<file path="src/rtl/lcdw_pkg.sv">
`default_nettype none
package lcdw_pkg;

  // Sequencer phases.
  localparam logic [3:0] PH_IDLE       = 4'd0;
  localparam logic [3:0] PH_PWR        = 4'd1;
  localparam logic [3:0] PH_STROBE_E   = 4'd2;
  localparam logic [3:0] PH_STROBE_GAP = 4'd3;
  localparam logic [3:0] PH_HI_E       = 4'd4;
  localparam logic [3:0] PH_MID        = 4'd5;
  localparam logic [3:0] PH_LO_E       = 4'd6;
  localparam logic [3:0] PH_BYTE_WAIT  = 4'd7;
  localparam logic [3:0] PH_MS_WAIT    = 4'd8;

  // Request codes.
  localparam logic [2:0] CMD_NONE   = 3'd0;
  localparam logic [2:0] CMD_DATA   = 3'd1;
  localparam logic [2:0] CMD_CMD    = 3'd2;
  localparam logic [2:0] CMD_INIT   = 3'd3;
  localparam logic [2:0] CMD_CLEAR  = 3'd4;
  localparam logic [2:0] CMD_HOME   = 3'd5;
  localparam logic [2:0] CMD_CURSOR = 3'd6;

  // Init steps that select the next byte of the power-up sequence.
  localparam logic [3:0] STEP_NONE     = 4'd0;
  localparam logic [3:0] STEP_PWR      = 4'd1;
  localparam logic [3:0] STEP_FIRST    = 4'd2;
  localparam logic [3:0] STEP_SECOND   = 4'd3;
  localparam logic [3:0] STEP_FOUR_BIT = 4'd5;
  localparam logic [3:0] STEP_FUNC     = 4'd6;
  localparam logic [3:0] STEP_DISP     = 4'd7;
  localparam logic [3:0] STEP_ENTRY    = 4'd8;
  localparam logic [3:0] STEP_CLEAR    = 4'd9;

  // Controller bytes and nibbles.
  localparam logic [7:0] BYTE_FUNC_SET = 8'h28;
  localparam logic [7:0] BYTE_DISP_ON  = 8'h0C;
  localparam logic [7:0] BYTE_ENTRY    = 8'h06;
  localparam logic [7:0] BYTE_CLEAR    = 8'h01;
  localparam logic [7:0] BYTE_HOME     = 8'h02;
  localparam logic [7:0] BYTE_DDRAM    = 8'h80;
  localparam logic [3:0] NIB_WAKE      = 4'h3;
  localparam logic [3:0] NIB_FOUR_BIT  = 4'h2;

  // Delays in microseconds.
  localparam logic [14:0] US_ZERO   = 15'd0;
  localparam logic [14:0] US_STROBE = 15'd1;
  localparam logic [14:0] US_BYTE   = 15'd42;
  localparam logic [14:0] US_1MS    = 15'd1000;
  localparam logic [14:0] US_5MS    = 15'd5000;
  localparam logic [14:0] US_PWR    = 15'd30000;

  localparam logic [7:0] TICKS_RESET = 8'd16;

  typedef struct packed {
    logic [3:0]  phase;
    logic [3:0]  init_step;
    logic [7:0]  us_prescale;
    logic [14:0] us_remaining;
    logic [7:0]  byte_latch;
    logic        rs_level;
    logic        en_level;
    logic [3:0]  nibble_out;
    logic        after_wait_ms;
  } state_t;

  typedef struct packed {
    logic       rejected;
    logic       busy_res;
    logic [3:0] data_nibble;
    logic       en_pin;
    logic       rs_pin;
  } res_t;

  // DDRAM offset of rows 1 to 4, indexed by row minus one.
  function automatic logic [7:0] row_offset(input logic [1:0] idx);
    logic [7:0] r;
    unique case (idx)
      2'd0: r = 8'h00;
      2'd1: r = 8'h40;
      2'd2: r = 8'h10;
      2'd3: r = 8'h50;
    endcase
    return r;
  endfunction

endpackage
`default_nettype wire

</file>
<file path="src/rtl/char_lcd_4bit_write_sequencer_top.sv">
`default_nettype none
// Channel   Dir   Handshake                      Payload
// s_axis    in    s_axis_tvalid/s_axis_tready    tick request: cmd, value, column, row
// m_axis    out   m_axis_tvalid/m_axis_tready    pin levels and status after the tick
// apb       in    psel/penable/pwrite, pready    ticks_per_us at byte address 0
//
// Each accepted request is one timer tick and one state register update, and yields
// one registered result; a request can be taken in every cycle without an output stall.
// The result register frees when its result is taken, so input and output move
// together at one item per cycle; a stalled output holds the input off.
// Reset (synchronous, active high) puts the sequencer in idle with its pin levels low.
module char_lcd_4bit_write_sequencer_top (
  input  wire logic        clk,
  input  wire logic        rst,
  input  wire logic        s_axis_tvalid,
  output logic             s_axis_tready,
  // [2:0] cmd, [10:3] value, [14:11] column, [17:15] row, [23:18] zero
  input  wire logic [23:0] s_axis_tdata,
  output logic             m_axis_tvalid,
  input  wire logic        m_axis_tready,
  // [0] rs_pin, [1] en_pin, [5:2] data_nibble, [6] busy_res, [7] rejected
  output logic [7:0]       m_axis_tdata,
  input  wire logic        psel,
  input  wire logic        penable,
  input  wire logic        pwrite,
  input  wire logic [2:0]  paddr,
  input  wire logic [31:0] pwdata,
  output logic [31:0]      prdata,
  output logic             pready
);
  import lcdw_pkg::*;

  logic [7:0] ticks_per_us;
  state_t     st;
  state_t     st_next;
  res_t       res_next;
  res_t       res;
  logic       in_take;

  lcdw_apb u_apb (
    .clk          (clk),
    .rst          (rst),
    .psel         (psel),
    .penable      (penable),
    .pwrite       (pwrite),
    .paddr        (paddr),
    .pwdata       (pwdata),
    .prdata       (prdata),
    .pready       (pready),
    .ticks_per_us (ticks_per_us)
  );

  lcdw_step u_step (
    .st           (st),
    .cmd          (s_axis_tdata[2:0]),
    .value        (s_axis_tdata[10:3]),
    .column       (s_axis_tdata[14:11]),
    .row          (s_axis_tdata[17:15]),
    .ticks_per_us (ticks_per_us),
    .st_next      (st_next),
    .res          (res_next)
  );

  assign s_axis_tready = !m_axis_tvalid || m_axis_tready;
  assign in_take       = s_axis_tvalid && s_axis_tready;

  always_ff @(posedge clk) begin
    if (rst) begin
      st            <= '0;
      m_axis_tvalid <= 1'b0;
    end else begin
      if (in_take) begin
        st            <= st_next;
        m_axis_tvalid <= 1'b1;
      end else if (m_axis_tready) begin
        m_axis_tvalid <= 1'b0;
      end
    end
  end

  always_ff @(posedge clk) begin
    if (in_take) begin
      res <= res_next;
    end
  end

  assign m_axis_tdata = res;
endmodule
`default_nettype wire

</file>
<file path="src/rtl/lcdw_apb.sv">
`default_nettype none
module lcdw_apb (
  input  wire logic        clk,
  input  wire logic        rst,
  input  wire logic        psel,
  input  wire logic        penable,
  input  wire logic        pwrite,
  input  wire logic [2:0]  paddr,
  input  wire logic [31:0] pwdata,
  output logic [31:0]      prdata,
  output logic             pready,
  output logic [7:0]       ticks_per_us
);
  import lcdw_pkg::*;

  logic wr_ticks;

  assign pready   = 1'b1;
  // Only the word at address zero holds a register.
  assign wr_ticks = psel && penable && pwrite && (paddr[2] == 1'b0);

  always_ff @(posedge clk) begin
    if (rst) begin
      ticks_per_us <= TICKS_RESET;
    end else if (wr_ticks) begin
      ticks_per_us <= pwdata[7:0];
    end
  end

  always_comb begin
    prdata = '0;
    if (paddr[2] == 1'b0) begin
      prdata = {24'd0, ticks_per_us};
    end
  end
endmodule
`default_nettype wire

</file>
<file path="src/rtl/lcdw_step.sv">
`default_nettype none
module lcdw_step (
  input  lcdw_pkg::state_t st,
  input  wire logic [2:0]  cmd,
  input  wire logic [7:0]  value,
  input  wire logic [3:0]  column,
  input  wire logic [2:0]  row,
  input  wire logic [7:0]  ticks_per_us,
  output lcdw_pkg::state_t st_next,
  output lcdw_pkg::res_t   res
);
  import lcdw_pkg::*;

  function automatic state_t enter(input state_t s, input logic [3:0] ph,
                                   input logic [14:0] us);
    state_t r;
    r = s;
    r.phase        = ph;
    r.us_remaining = us;
    r.us_prescale  = '0;
    return r;
  endfunction

  function automatic state_t start_byte(input state_t s, input logic rs,
                                        input logic [7:0] b, input logic ms);
    state_t r;
    r = s;
    r.byte_latch    = b;
    r.after_wait_ms = ms;
    r.rs_level      = rs;
    r.nibble_out    = b[7:4];
    r.en_level      = 1'b1;
    return enter(r, PH_HI_E, US_STROBE);
  endfunction

  // After a byte, the power-up sequence chains its next byte or the block goes idle.
  function automatic state_t finish_byte(input state_t s);
    state_t r;
    r = s;
    if (s.init_step == STEP_FUNC) begin
      r.init_step = STEP_DISP;
      r = start_byte(r, 1'b0, BYTE_DISP_ON, 1'b0);
    end else if (s.init_step == STEP_DISP) begin
      r.init_step = STEP_ENTRY;
      r = start_byte(r, 1'b0, BYTE_ENTRY, 1'b0);
    end else if (s.init_step == STEP_ENTRY) begin
      r.init_step = STEP_CLEAR;
      r = start_byte(r, 1'b0, BYTE_CLEAR, 1'b1);
    end else begin
      r.init_step = STEP_NONE;
      r = enter(r, PH_IDLE, US_ZERO);
    end
    return r;
  endfunction

  function automatic state_t advance(input state_t s);
    state_t     r;
    logic [3:0] step_inc;
    r = s;
    step_inc = s.init_step + 4'd1;
    unique case (s.phase)
      PH_PWR: begin
        r.init_step  = STEP_FIRST;
        r.rs_level   = 1'b0;
        r.nibble_out = NIB_WAKE;
        r.en_level   = 1'b1;
        r = enter(r, PH_STROBE_E, US_STROBE);
      end
      PH_STROBE_E: begin
        r.en_level = 1'b0;
        r = enter(r, PH_STROBE_GAP, (s.init_step == STEP_FIRST) ? US_5MS : US_1MS);
      end
      PH_STROBE_GAP: begin
        r.init_step = step_inc;
        if (step_inc >= STEP_SECOND && step_inc <= STEP_FOUR_BIT) begin
          r.nibble_out = (step_inc == STEP_FOUR_BIT) ? NIB_FOUR_BIT : NIB_WAKE;
          r.en_level   = 1'b1;
          r = enter(r, PH_STROBE_E, US_STROBE);
        end else begin
          r.init_step = STEP_FUNC;
          r = start_byte(r, 1'b0, BYTE_FUNC_SET, 1'b0);
        end
      end
      PH_HI_E: begin
        r.en_level = 1'b0;
        r = enter(r, PH_MID, US_ZERO);
      end
      PH_MID: begin
        r.nibble_out = s.byte_latch[3:0];
        r.en_level   = 1'b1;
        r = enter(r, PH_LO_E, US_STROBE);
      end
      PH_LO_E: begin
        r.en_level = 1'b0;
        r = enter(r, PH_BYTE_WAIT, US_BYTE);
      end
      PH_BYTE_WAIT: begin
        if (s.after_wait_ms) begin
          r.after_wait_ms = 1'b0;
          r = enter(r, PH_MS_WAIT, US_5MS);
        end else begin
          r = finish_byte(r);
        end
      end
      PH_MS_WAIT: begin
        r = finish_byte(r);
      end
      default: begin
        r.init_step = STEP_NONE;
        r = enter(r, PH_IDLE, US_ZERO);
      end
    endcase
    return r;
  endfunction

  function automatic state_t tick_timer(input state_t s, input logic [7:0] tpu);
    state_t     r;
    logic [8:0] tp;
    logic [8:0] ps1;
    r   = s;
    // A rate of zero counts as one tick per microsecond.
    tp  = (tpu == 8'd0) ? 9'd1 : {1'b0, tpu};
    ps1 = {1'b0, s.us_prescale} + 9'd1;
    if (s.us_remaining == US_ZERO) begin
      r = advance(s);
    end else if (ps1 >= tp) begin
      r.us_prescale = '0;
      if (s.us_remaining <= US_STROBE) begin
        r.us_remaining = US_ZERO;
        r = advance(r);
      end else begin
        r.us_remaining = s.us_remaining - 15'd1;
      end
    end else begin
      r.us_prescale = ps1[7:0];
    end
    return r;
  endfunction

  logic       rej;
  logic [1:0] row_idx;
  logic [7:0] cursor_byte;
  logic       row_ok;

  assign row_idx     = 2'(row - 3'd1);
  assign row_ok      = (row >= 3'd1) && (row <= 3'd4);
  assign cursor_byte = BYTE_DDRAM + row_offset(row_idx) + {4'd0, column};

  always_comb begin
    st_next = st;
    rej     = 1'b0;
    if (st.phase != PH_IDLE) begin
      rej     = (cmd >= CMD_DATA) && (cmd <= CMD_CURSOR);
      st_next = tick_timer(st, ticks_per_us);
    end else begin
      unique case (cmd)
        CMD_DATA:  st_next = start_byte(st, 1'b1, value, 1'b0);
        CMD_CMD:   st_next = start_byte(st, 1'b0, value, 1'b0);
        CMD_INIT: begin
          st_next               = st;
          st_next.init_step     = STEP_PWR;
          st_next.after_wait_ms = 1'b0;
          st_next               = enter(st_next, PH_PWR, US_PWR);
        end
        CMD_CLEAR: st_next = start_byte(st, 1'b0, BYTE_CLEAR, 1'b1);
        CMD_HOME:  st_next = start_byte(st, 1'b0, BYTE_HOME, 1'b1);
        CMD_CURSOR: begin
          if (row_ok) begin
            st_next = start_byte(st, 1'b0, cursor_byte, 1'b0);
          end else begin
            rej = 1'b1;
          end
        end
        default: st_next = st;
      endcase
    end
  end

  always_comb begin
    res.rs_pin      = st_next.rs_level;
    res.en_pin      = st_next.en_level;
    res.data_nibble = st_next.nibble_out;
    res.busy_res    = st_next.phase != PH_IDLE;
    res.rejected    = rej;
  end
endmodule
`default_nettype wire
</file>
<file path="config.mk">
export PLATFORM = sky130hd
export DESIGN_NAME = char_lcd_4bit_write_sequencer_top
export DESIGN_NICKNAME = d
export VERILOG_FILES = /design/src/rtl/lcdw_pkg.sv /design/src/rtl/char_lcd_4bit_write_sequencer_top.sv /design/src/rtl/lcdw_apb.sv /design/src/rtl/lcdw_step.sv
export SDC_FILE = /design/constraint.sdc
export NUM_CORES = 1
export LEC_CHECK = 0
export BUFFER_PORTS_ARGS = -buffer_cell sky130_fd_sc_hd__buf_2
export CAP_MARGIN = 0
export CORE_MARGIN = 2
export CORE_UTILIZATION = 36
export DETAILED_ROUTE_END_ITERATION = 10
export GPL_ROUTABILITY_DRIVEN = 0
export SETUP_SLACK_MARGIN = 0.02
export SLEW_MARGIN = 20
export SYNTH_ARGS = -nofsm -noshare
export SYNTH_HDL_FRONTEND = slang
export SYNTH_HIERARCHICAL = 1
export SYNTH_SLANG_ARGS = --single-unit
</file>
<file path="constraint.sdc">
create_clock -name clk -period 3.7 [get_ports clk]
set_input_delay 0.37 -clock clk [delete_from_list [all_inputs] [get_ports clk]]
set_output_delay 0.37 -clock clk [all_outputs]
set_load 0.03 [all_outputs]
</file>
==> flow_summary.json, run 1 <==
{
  "std_cell_rows": 46,
  "cts_buffers": 9,
  "skew_ns": 0.00926,
  "drc_errors": 0,
  "crit_fanout": 6,
  "routed.top_layer": "met4",
  "avgSynthCellArea_um2": 7.49,
  "cpMostUsedCell": "and3_1",
  "period_share": 0.936,
  "cts.htree.levels": 3,
  "wl_met3_um": 804,
  "max_freq_mhz": 289,
  "worst_pin_slew_ns": 0.917,
  "clockBufferDepth": 2,
  "worstSetupStartpointType": "register",
  "finalWirelength_mm": 15.8,
  "slowest_stage": "a221oi_1",
  "power_density_nw_per_um2": 388,
  "final_max_slew_viol_count": 0,
  "cp_data_arrival_time_ns": 3.53,
  "synth.yosys.warnings": 6,
  "hold_ws_ns": 0.284,
  "finalHoldViolCount": 0,
  "die_width_um": 130,
  "slew_headroom": 0.388,
  "max_stage_delay_ns": 0.42,
  "die_area_um2": 16900,
  "p_leak_nw": 2.51,
  "grt_remaining_overflow": 0,
  "grt_max_degree": 88,
  "syn_area_um2": 5710,
  "io_pins": 109,
  "worst_hold_path_type": "primary input to register",
  "antenna_found_initial": 0,
  "netlist_instances": 762,
  "finalCriticalPeriod_ns": 3.46,
  "areaGrowthSynthToFinish_pct": 9.03,
  "initial_utilization": 0.363,
  "clk_pin_slew_worst_paths_ns": 0.05,
  "insertion_delay_ns": 0.35,
  "hpwlAfterDp_mm": 11.0,
  "worstSetupPathType": "register to register",
  "end_kind": "register",
  "setup-tns-final_ns": 0,
  "postCtsHoldBufs": 0,
  "dieHeight_um": 130,
  "crit_required_ns": 3.77,
  "max_cap_viol_count": 0,
  "n_antenna_cell": 0,
  "final-setup-viol-count": 0,
  "coreArea_um2": 15700,
  "drt_first_pass_iters": 5,
  "cts_setup_buffers": 0,
  "vias": 5708,
  "rsz0062_at_grt": "no",
  "drtIter0Drc": 497,
  "cp_cell_sequence": "and3_1, and3_1, nand3_1, xnor2_1, ha_1, and3_1, a221oi_1, o211a_1, buf_4, o21ai_0, a221oi_1, nand4_1",
  "cts_sinks": 59,
  "vias_per_cell": 5.77,
  "grt_first_pass_wirelength_mm": 25.5,
  "wire_per_inst_um": 15.9,
  "grt_use_total": 0.188,
  "ant_nets": 0,
  "root_buffer": "clkbuf_16",
  "ir_drop_v": 0.000254,
  "status": "finished clean",
  "m1WireLength_mm": 7.12,
  "grt_pass1_vias": 5049,
  "drive_gt1_frac": 0.189,
  "fin_nets": 852,
  "numPortBuffers": 51,
  "routed-wl-met2_mm": 7.47,
  "cts_tree": "yes"
}
-- cells in the final DEF (no fill, tap or decap), drive strengths merged, types with 9 or more instances in the layout --
| cell type | n |
|---|---|
| ha | 17 |
| a21bo | 42 |
| mux2i | 13 |
| o21ai | 48 |
| clkbuf | 11 |
| conb | 25 |
| inv | 29 |
| a21o | 12 |
| nand2 | 40 |
| a31oi | 9 |
| nor2 | 47 |
| dfxtp | 51 |
| o22ai | 9 |
| nand4 | 10 |
| o211ai | 9 |
| nand2b | 21 |
| nand3 | 57 |
| buf | 69 |
| nor3 | 15 |
| a21oi | 84 |
-- final cells by class --
| cell class | count | area [µm²] |
|---|---|---|
| fillers | 1668 | 9490 |
| multi-input cells | 599 | 3870 |
| flip-flops and latches | 59 | 1260 |
| repair buffers | 69 | 405 |
| well taps | 216 | 270 |
| clock buffers | 11 | 243 |
| inverters | 31 | 116 |
| clock inverters | 5 | 52.6 |
-- state kept, by name (all words and copies together), names as in the netlist --
signal	count
m_axis_tdata	8
u_apb/ticks_per_us	8
m_axis_tvalid	1
st	42
-- through the flow --
| step | setup WS, ns | power (mW) | area (µm²) | std cells | utilization |
|---|---|---|---|---|---|
| after floorplan | 0.524 | 1.39 | 5790 | 785 | - |
| after global placement | 0.278 | 1.58 | 5920 | 974 | 0.377 |
| after detailed placement | 0.241 | 1.58 | 5920 | 974 | 0.377 |
| after CTS | 0.196 | 2.43 | 6220 | 990 | 0.396 |
| after global routing | 0.0188 | 2.54 | 6220 | 990 | 0.396 |
| final | 0.237 | 2.42 | 6220 | 990 | 0.396 |
-- final timing paths --
kind,from,to,slack [ns],cells past startpoint
max,st[33],m_axis_tdata[6],0.24,12
min,pwdata[3],u_apb/ticks_per_us[3],0.28,3
max reg2reg,st[33],m_axis_tdata[6],0.24,12
min reg2reg,u_apb/ticks_per_us[3],u_apb/ticks_per_us[3],0.50,2
-- power by group --
part	internal (mW)	leakage [nW]	switching (mW)	total [mW]
Combinational	0.285	1.87	0.558	0.842
Sequential	0.690	0.492	0.0439	0.733
Clock	0.535	0.145	0.306	0.841
-- what timing repair did --
action / in CTS / in global routing
hold endpoints to repair: 0 / 0
setup endpoints to repair: 0 / 5
gates resized for setup: 0 / 2
-- critical path, delay by kind of cell (launching register included) --
| family | cells | cell delay [ns] |
|---|---|---|
| compound gates | 4 | 1.24 |
| xor+xnor | 1 | 0.21 |
| fa+ha+maj | 1 | 0.27 |
| buf+inv | 1 | 0.20 |
| flops | 1 | 0.40 |
| simple gates | 5 | 0.88 |
-- per-layer routing --
metal | global-route usage | up-vias
met4 | 0.0727 | 0
met2 | 0.308 | 182
met3 | 0.0340 | 37
li1 | - | 2764
met1 | 0.245 | 2725
met5 | 0 | -
Power figures use the tool's default switching activity.
==> run 2, diff against run 1 <==
CTS_CLUSTER_SIZE = 30   (was default)
clock period = 3.85 ns   (was 3.7 ns; I/O delays follow)
==> flow_summary.json, run 2 (same netlist as run 1, synthesis figures left out) <==
{
  "min_path_cells": 3,
  "antenna_found_initial": 0,
  "dieHeight_um": 130,
  "grt_max_degree": 88,
  "rrSetupSlack_ns": 0.38,
  "vias_per_cell": 5.72,
  "finalWirelength_mm": 15.8,
  "max_freq_mhz": 288,
  "numPortBuffers": 51,
  "clk_pin_slew_worst_paths_ns": 0.05,
  "grt_pass1_vias": 5014,
  "finalCriticalPeriod_ns": 3.47,
  "r2r_cells": 13,
  "final_max_slew_viol_count": 0,
  "combPwrFrac": 0.354,
  "cts_sinks": 59,
  "place_inst": 970,
  "worst_hold_path_type": "primary input to register",
  "worstSetupStartpointType": "register",
  "largest_reg_flops": 42,
  "power.internal_mw": 1.43,
  "ant_nets": 0,
  "drt_first_pass_iters": 6,
  "setup-tns-final_ns": 0,
  "hold_ws_ns": 0.297,
  "n_antenna_cell": 0,
  "r2r_start": "st[32]",
  "std_cell_rows": 46,
  "grt_use_total": 0.188,
  "wire_per_inst_um": 16.0,
  "nFillCells": 1682,
  "slew_headroom": 0.388,
  "drc_errors": 0,
  "root_buffer": "clkbuf_16",
  "largest_register": "st",
  "grt_remaining_overflow": 0,
  "swShare": 0.381,
  "grt_first_pass_wirelength_mm": 25.7,
  "initial_utilization": 0.363,
  "p_seq_frac": 0.306,
  "rsz0062_at_grt": "no",
  "r2r-end": "st[6]",
  "vias": 5636,
  "cts_setup_buffers": 0,
  "postCtsHoldBufs": 0,
  "p_switching_mw": 0.878,
  "skew_ns": 0.00823,
  "io_pins": 109,
  "finalHoldViolCount": 0,
  "drive_gt1_frac": 0.183,
  "finalInstanceArea_um2": 6190,
  "layout_commonest_cell": "a21oi_1",
  "fin_nets": 848,
  "end_kind": "register",
  "final_cells": 986,
  "cts.htree.levels": 3,
  "crit_fanout": 12,
  "max_cap_viol_count": 0,
  "clockBufferDepth": 2,
  "clkPwrFrac": 0.340,
  "hp-start": "pwdata[4]",
  "power_density_nw_per_um2": 372,
  "cts_tree": "yes",
  "place_area_um2": 5890,
  "hold_end": "u_apb/ticks_per_us[4]",
  "p_leak_nw": 2.48,
  "final_cell_mix": "a21oi_1 (81), nand3_1 (57), dfxtp_1 (51), buf_2 (50), o21ai_0 (47)",
  "crit_required_ns": 4.05,
  "worst_pin_slew_ns": 0.917,
  "drtIter0Drc": 607,
  "period_share": 0.902,
  "hpwlAfterDp_mm": 10.8,
  "insertion_delay_ns": 0.34,
  "coreArea_um2": 15700,
  "worstSetupPathType": "register to register",
  "p_total_mw": 2.31,
  "die_width_um": 130,
  "status": "finished clean",
  "final-setup-viol-count": 0,
  "cp_data_arrival_time_ns": 3.67,
  "die_area_um2": 16900,
  "areaGrowthSynthToFinish_pct": 8.44,
  "cts_buffers": 9,
  "ir_drop_v": 0.000207
}
-- run 2: cell types whose count changed in the layout (fill, tap and decap cells not counted) --
cell | before | now
bufinv_16 | 1 | 0
clkbuf_1 | 1 | 2
o311ai_0 | 2 | 3
buf_4 | 18 | 14
clkbuf_16 | 9 | 10
clkinv_2 | 3 | 1
clkinvlp_4 | 1 | 2
o311ai_1 | 3 | 2
-- run 2: critical path, cell delays in order (launching register included) --
cell     delay, ns
dfxtp_1       0.43
and3_1        0.23
and3_1        0.21
nand3_1       0.10
xnor2_1       0.16
ha_1          0.30
and3_1        0.18
nand3_1       0.10
o211a_1       0.30
o21ai_4       0.45
nand2_1       0.19
o41a_1        0.48
nand3_1       0.09
a21oi_1       0.09
-- run 2: repair_timing --
| action | CTS | global route |
|---|---|---|
| endpoints found under the hold margin | 0 | 0 |
| endpoints found under the setup margin | 0 | 1 |
| gates resized for setup | 0 | 1 |
-- run 2: power groups by stage --
stage | Clock, mW | Combinational (mW) | Sequential, mW
finish | 0.785 | 0.816 | 0.704
global route | 0.827 | 0.894 | 0.710
CTS | 0.809 | 0.802 | 0.703
detailed placement | 0 | 0.799 | 0.716
global placement | 0 | 0.800 | 0.716
floorplan | 0 | 0.617 | 0.721
-- run 2: final cells by class --
type,instances,area [µm²],share of cell area
sequential,59,1260,0.204
timing repair buffer,65,375,0.0606
clock inverter,3,20.0,0.00323
inverter,31,116,0.0188
tap,216,270,0.0437
clock buffer,13,272,0.0439
multi-input combinational,599,3870,0.626
-- run 2: metal layers --
metal  GRT usage  share of wire  vias to the layer above  wire, µm
met4      0.0658          0.022                        0       349
met5           0              0                        -         0
met2       0.304           0.46                      196      7300
met3      0.0332          0.052                       32       827
li1            -              -                     2750         -
met1       0.252           0.46                     2658      7340
-- run 2: per-stage QoR --
step | utilization | setup slack [ns]
2_1_floorplan | - | 0.674
3_3_place_gp | 0.375 | 0.348
3_5_place_dp | 0.375 | 0.352
4_1_cts | 0.394 | 0.325
5_1_grt | 0.394 | 0.133
6_report | 0.394 | 0.378
-- run 2: how the worst max path moves through the flow --
stage	startpoint	end	slack, ns	cells after the start
floorplan	st[32]	st[21]	0.67	15
global placement	st[32]	st[21]	0.35	14
detailed placement	st[32]	st[21]	0.35	14
CTS	st[32]	st[21]	0.32	14
global route	st[32]	st[17]	0.13	15
finish	st[32]	st[6]	0.38	13
==> run 3, diff against run 2 <==
SYNTH_HIERARCHICAL = default   (was 1)
==> flow_summary.json, run 3 <==
{
  "numPortBuffers": 51,
  "netlist_top_cells_count": "nand2_1 (67), a21oi_1 (59), nor2_1 (57), dfxtp_1 (51), o21ai_0 (39)",
  "netlist_instances": 619,
  "clk_pin_slew_worst_paths_ns": 0.05,
  "end_kind": "register",
  "r2r_start": "st[32]",
  "wire_per_inst_um": 16.0,
  "status": "finished clean",
  "yosysSeqAreaShare": 0.276,
  "crit_required_ns": 3.92,
  "grt_use_total": 0.204,
  "root_buffer": "clkbuf_16",
  "initial_utilization": 0.366,
  "grt_first_pass_wirelength_mm": 21.8,
  "avgSynthCellArea_um2": 7.39,
  "clockBufferDepth": 2,
  "crit_fanout": 6,
  "place_worst_setup_slack_ns": 0.183,
  "nFillCells": 1304,
  "final_cells": 842,
  "ys_seq_elements": 59,
  "finalWirelength_mm": 13.4,
  "max_freq_mhz": 276,
  "n_antenna_cell": 0,
  "drt_first_pass_iters": 6,
  "min_path_cells": 3,
  "worstSetupPathType": "register to register",
  "final_max_slew_viol_count": 0,
  "synthDominantAreaCellType": "dfxtp_1",
  "rrSetupSlack_ns": 0.22,
  "finalCriticalPeriod_ns": 3.63,
  "grt_remaining_overflow": 0,
  "synth_top_cell_area_share": 0.223,
  "layout_commonest_cell": "nand2_1",
  "r2r-end": "m_axis_tdata[6]",
  "finalInstanceArea_um2": 5290,
  "finalHoldViolCount": 0,
  "synth.most_common_cell": "nand2_1",
  "fin_ws_ns": 0.223,
  "hpwlAfterDp_mm": 9.87,
  "drc_errors": 0,
  "setup-tns-final_ns": 0,
  "r2r_cells": 12,
  "insertion_delay_ns": 0.34,
  "synth.distinct_cells": 76,
  "synth.yosys.warnings": 0,
  "largest_register": "st",
  "slew_headroom": 0.516,
  "die_width_um": 117,
  "drive_gt1_frac": 0.166,
  "place_inst": 826,
  "worstSetupStartpointType": "register",
  "synthTopCellsByArea": "dfxtp_1 (22%), a21oi_1 (6.5%), nand2_1 (5.5%)",
  "coreArea_um2": 12500,
  "max_cap_viol_count": 0,
  "synth_ff_type": "dfxtp_1",
  "worst_hold_path_type": "primary input to register",
  "cts_tree": "yes",
  "hold_end": "u_apb.ticks_per_us[4]",
  "period_share": 0.942,
  "grt_max_degree": 36,
  "final_cell_mix": "nand2_1 (67), a21oi_1 (58), nor2_1 (57), buf_2 (51), dfxtp_1 (51)",
  "io_pins": 109,
  "ant_nets": 0,
  "areaGrowthSynthToFinish_pct": 15.6,
  "hp-start": "pwdata[4]",
  "cts.htree.levels": 3,
  "cts_sinks": 59,
  "power_density_nw_per_um2": 510,
  "syn_area_um2": 4580,
  "largest_reg_flops": 42,
  "cp_data_arrival_time_ns": 3.70,
  "rsz0062_at_grt": "yes",
  "vias": 4781,
  "postCtsHoldBufs": 0,
  "final_util": 0.423,
  "worstSetupStartpoint": "st[32]",
  "ir_drop_v": 0.000222,
  "vias_per_cell": 5.68,
  "synth_edf_count": 8,
  "skew_ns": 0.00680,
  "final-setup-viol-count": 0,
  "fin_nets": 748,
  "worst_pin_slew_ns": 0.720,
  "antenna_found_initial": 0,
  "synthArstFlopShare": 0,
  "std_cell_rows": 41,
  "place_area_um2": 4960,
  "dieHeight_um": 117,
  "grt_pass1_vias": 4513,
  "p_leak_nw": 2.11,
  "cts_buffers": 9,
  "die_area_um2": 13600,
  "drtIter0Drc": 450
}
## run 3: cell type report
cell class                      instances  area (µm²)  share of cell area
Timing Repair Buffer                   71         405              0.0766
Clock buffer                           10         250              0.0473
Multi-Input combinational cell        494        2980               0.564
Tap cell                              172         215              0.0407
Inverter                               30         113              0.0213
Clock inverter                          6        62.6              0.0118
Sequential cell                        59        1260               0.238
## run 3: power by group
part	total [mW]	switching, mW	internal [mW]	leakage [nW]
combinational	1.14	0.751	0.386	1.46
clock	0.833	0.295	0.538	0.157
sequential	0.730	0.0499	0.680	0.493
total	2.70	1.10	1.60	2.11
## run 3: what timing repair did
item / CTS / global route
gates resized for setup: 0 / 4
endpoints found under the setup margin: 0 / 1
setup buffers: 0 / 0
## run 3: worst max-delay path: stages (launching register included)
cell and delay, ns:
dfxtp_1 0.40, nand3_1 0.15, or2_2 0.35, nor2_1 0.17, xor2_1 0.19, ha_1 0.26
and3_1 0.17, a221oi_1 0.26, o21ai_1 0.25, or3_4 0.48, a31oi_1 0.18, a31oi_1 0.08
or3_1 0.42
## run 3: kinds of logic (layout without fill, tap and decap cells)
logic type,after synthesis,after routing,share of synthesized area
xor+xnor,22,22,0.0421
fa+ha+maj,17,17,0.0465
buf+inv,89,117,0.0954
simple gates,229,229,0.257
flops,59,59,0.276
mux,2,2,0.00437
compound gates,199,199,0.277
other cells,2,25,0.00164
## run 3: layer usage
metal  vias up  share of wire  GRT usage
met5         -              0          0
met4         0          0.028     0.0988
met3        35          0.071     0.0441
met2       207           0.46      0.331
met1      2237           0.44      0.256
li1       2302              -          -
## run 3: worst max-delay path by stage
stage,to,slack [ns]
global route,m_axis_tdata[6],-0.0008
CTS,m_axis_tdata[6],0.16
global placement,m_axis_tdata[6],0.24
finish,m_axis_tdata[6],0.22
detailed placement,m_axis_tdata[6],0.18
floorplan,m_axis_tdata[6],0.42
## run 3: stage by stage
stage               hold slack (ns)  power, mW
detailed placement            0.454       1.83
CTS                           0.266       2.69
global route                  0.287       2.85
global placement              0.446       1.83
floorplan                     0.436       1.55
finish                        0.284       2.70
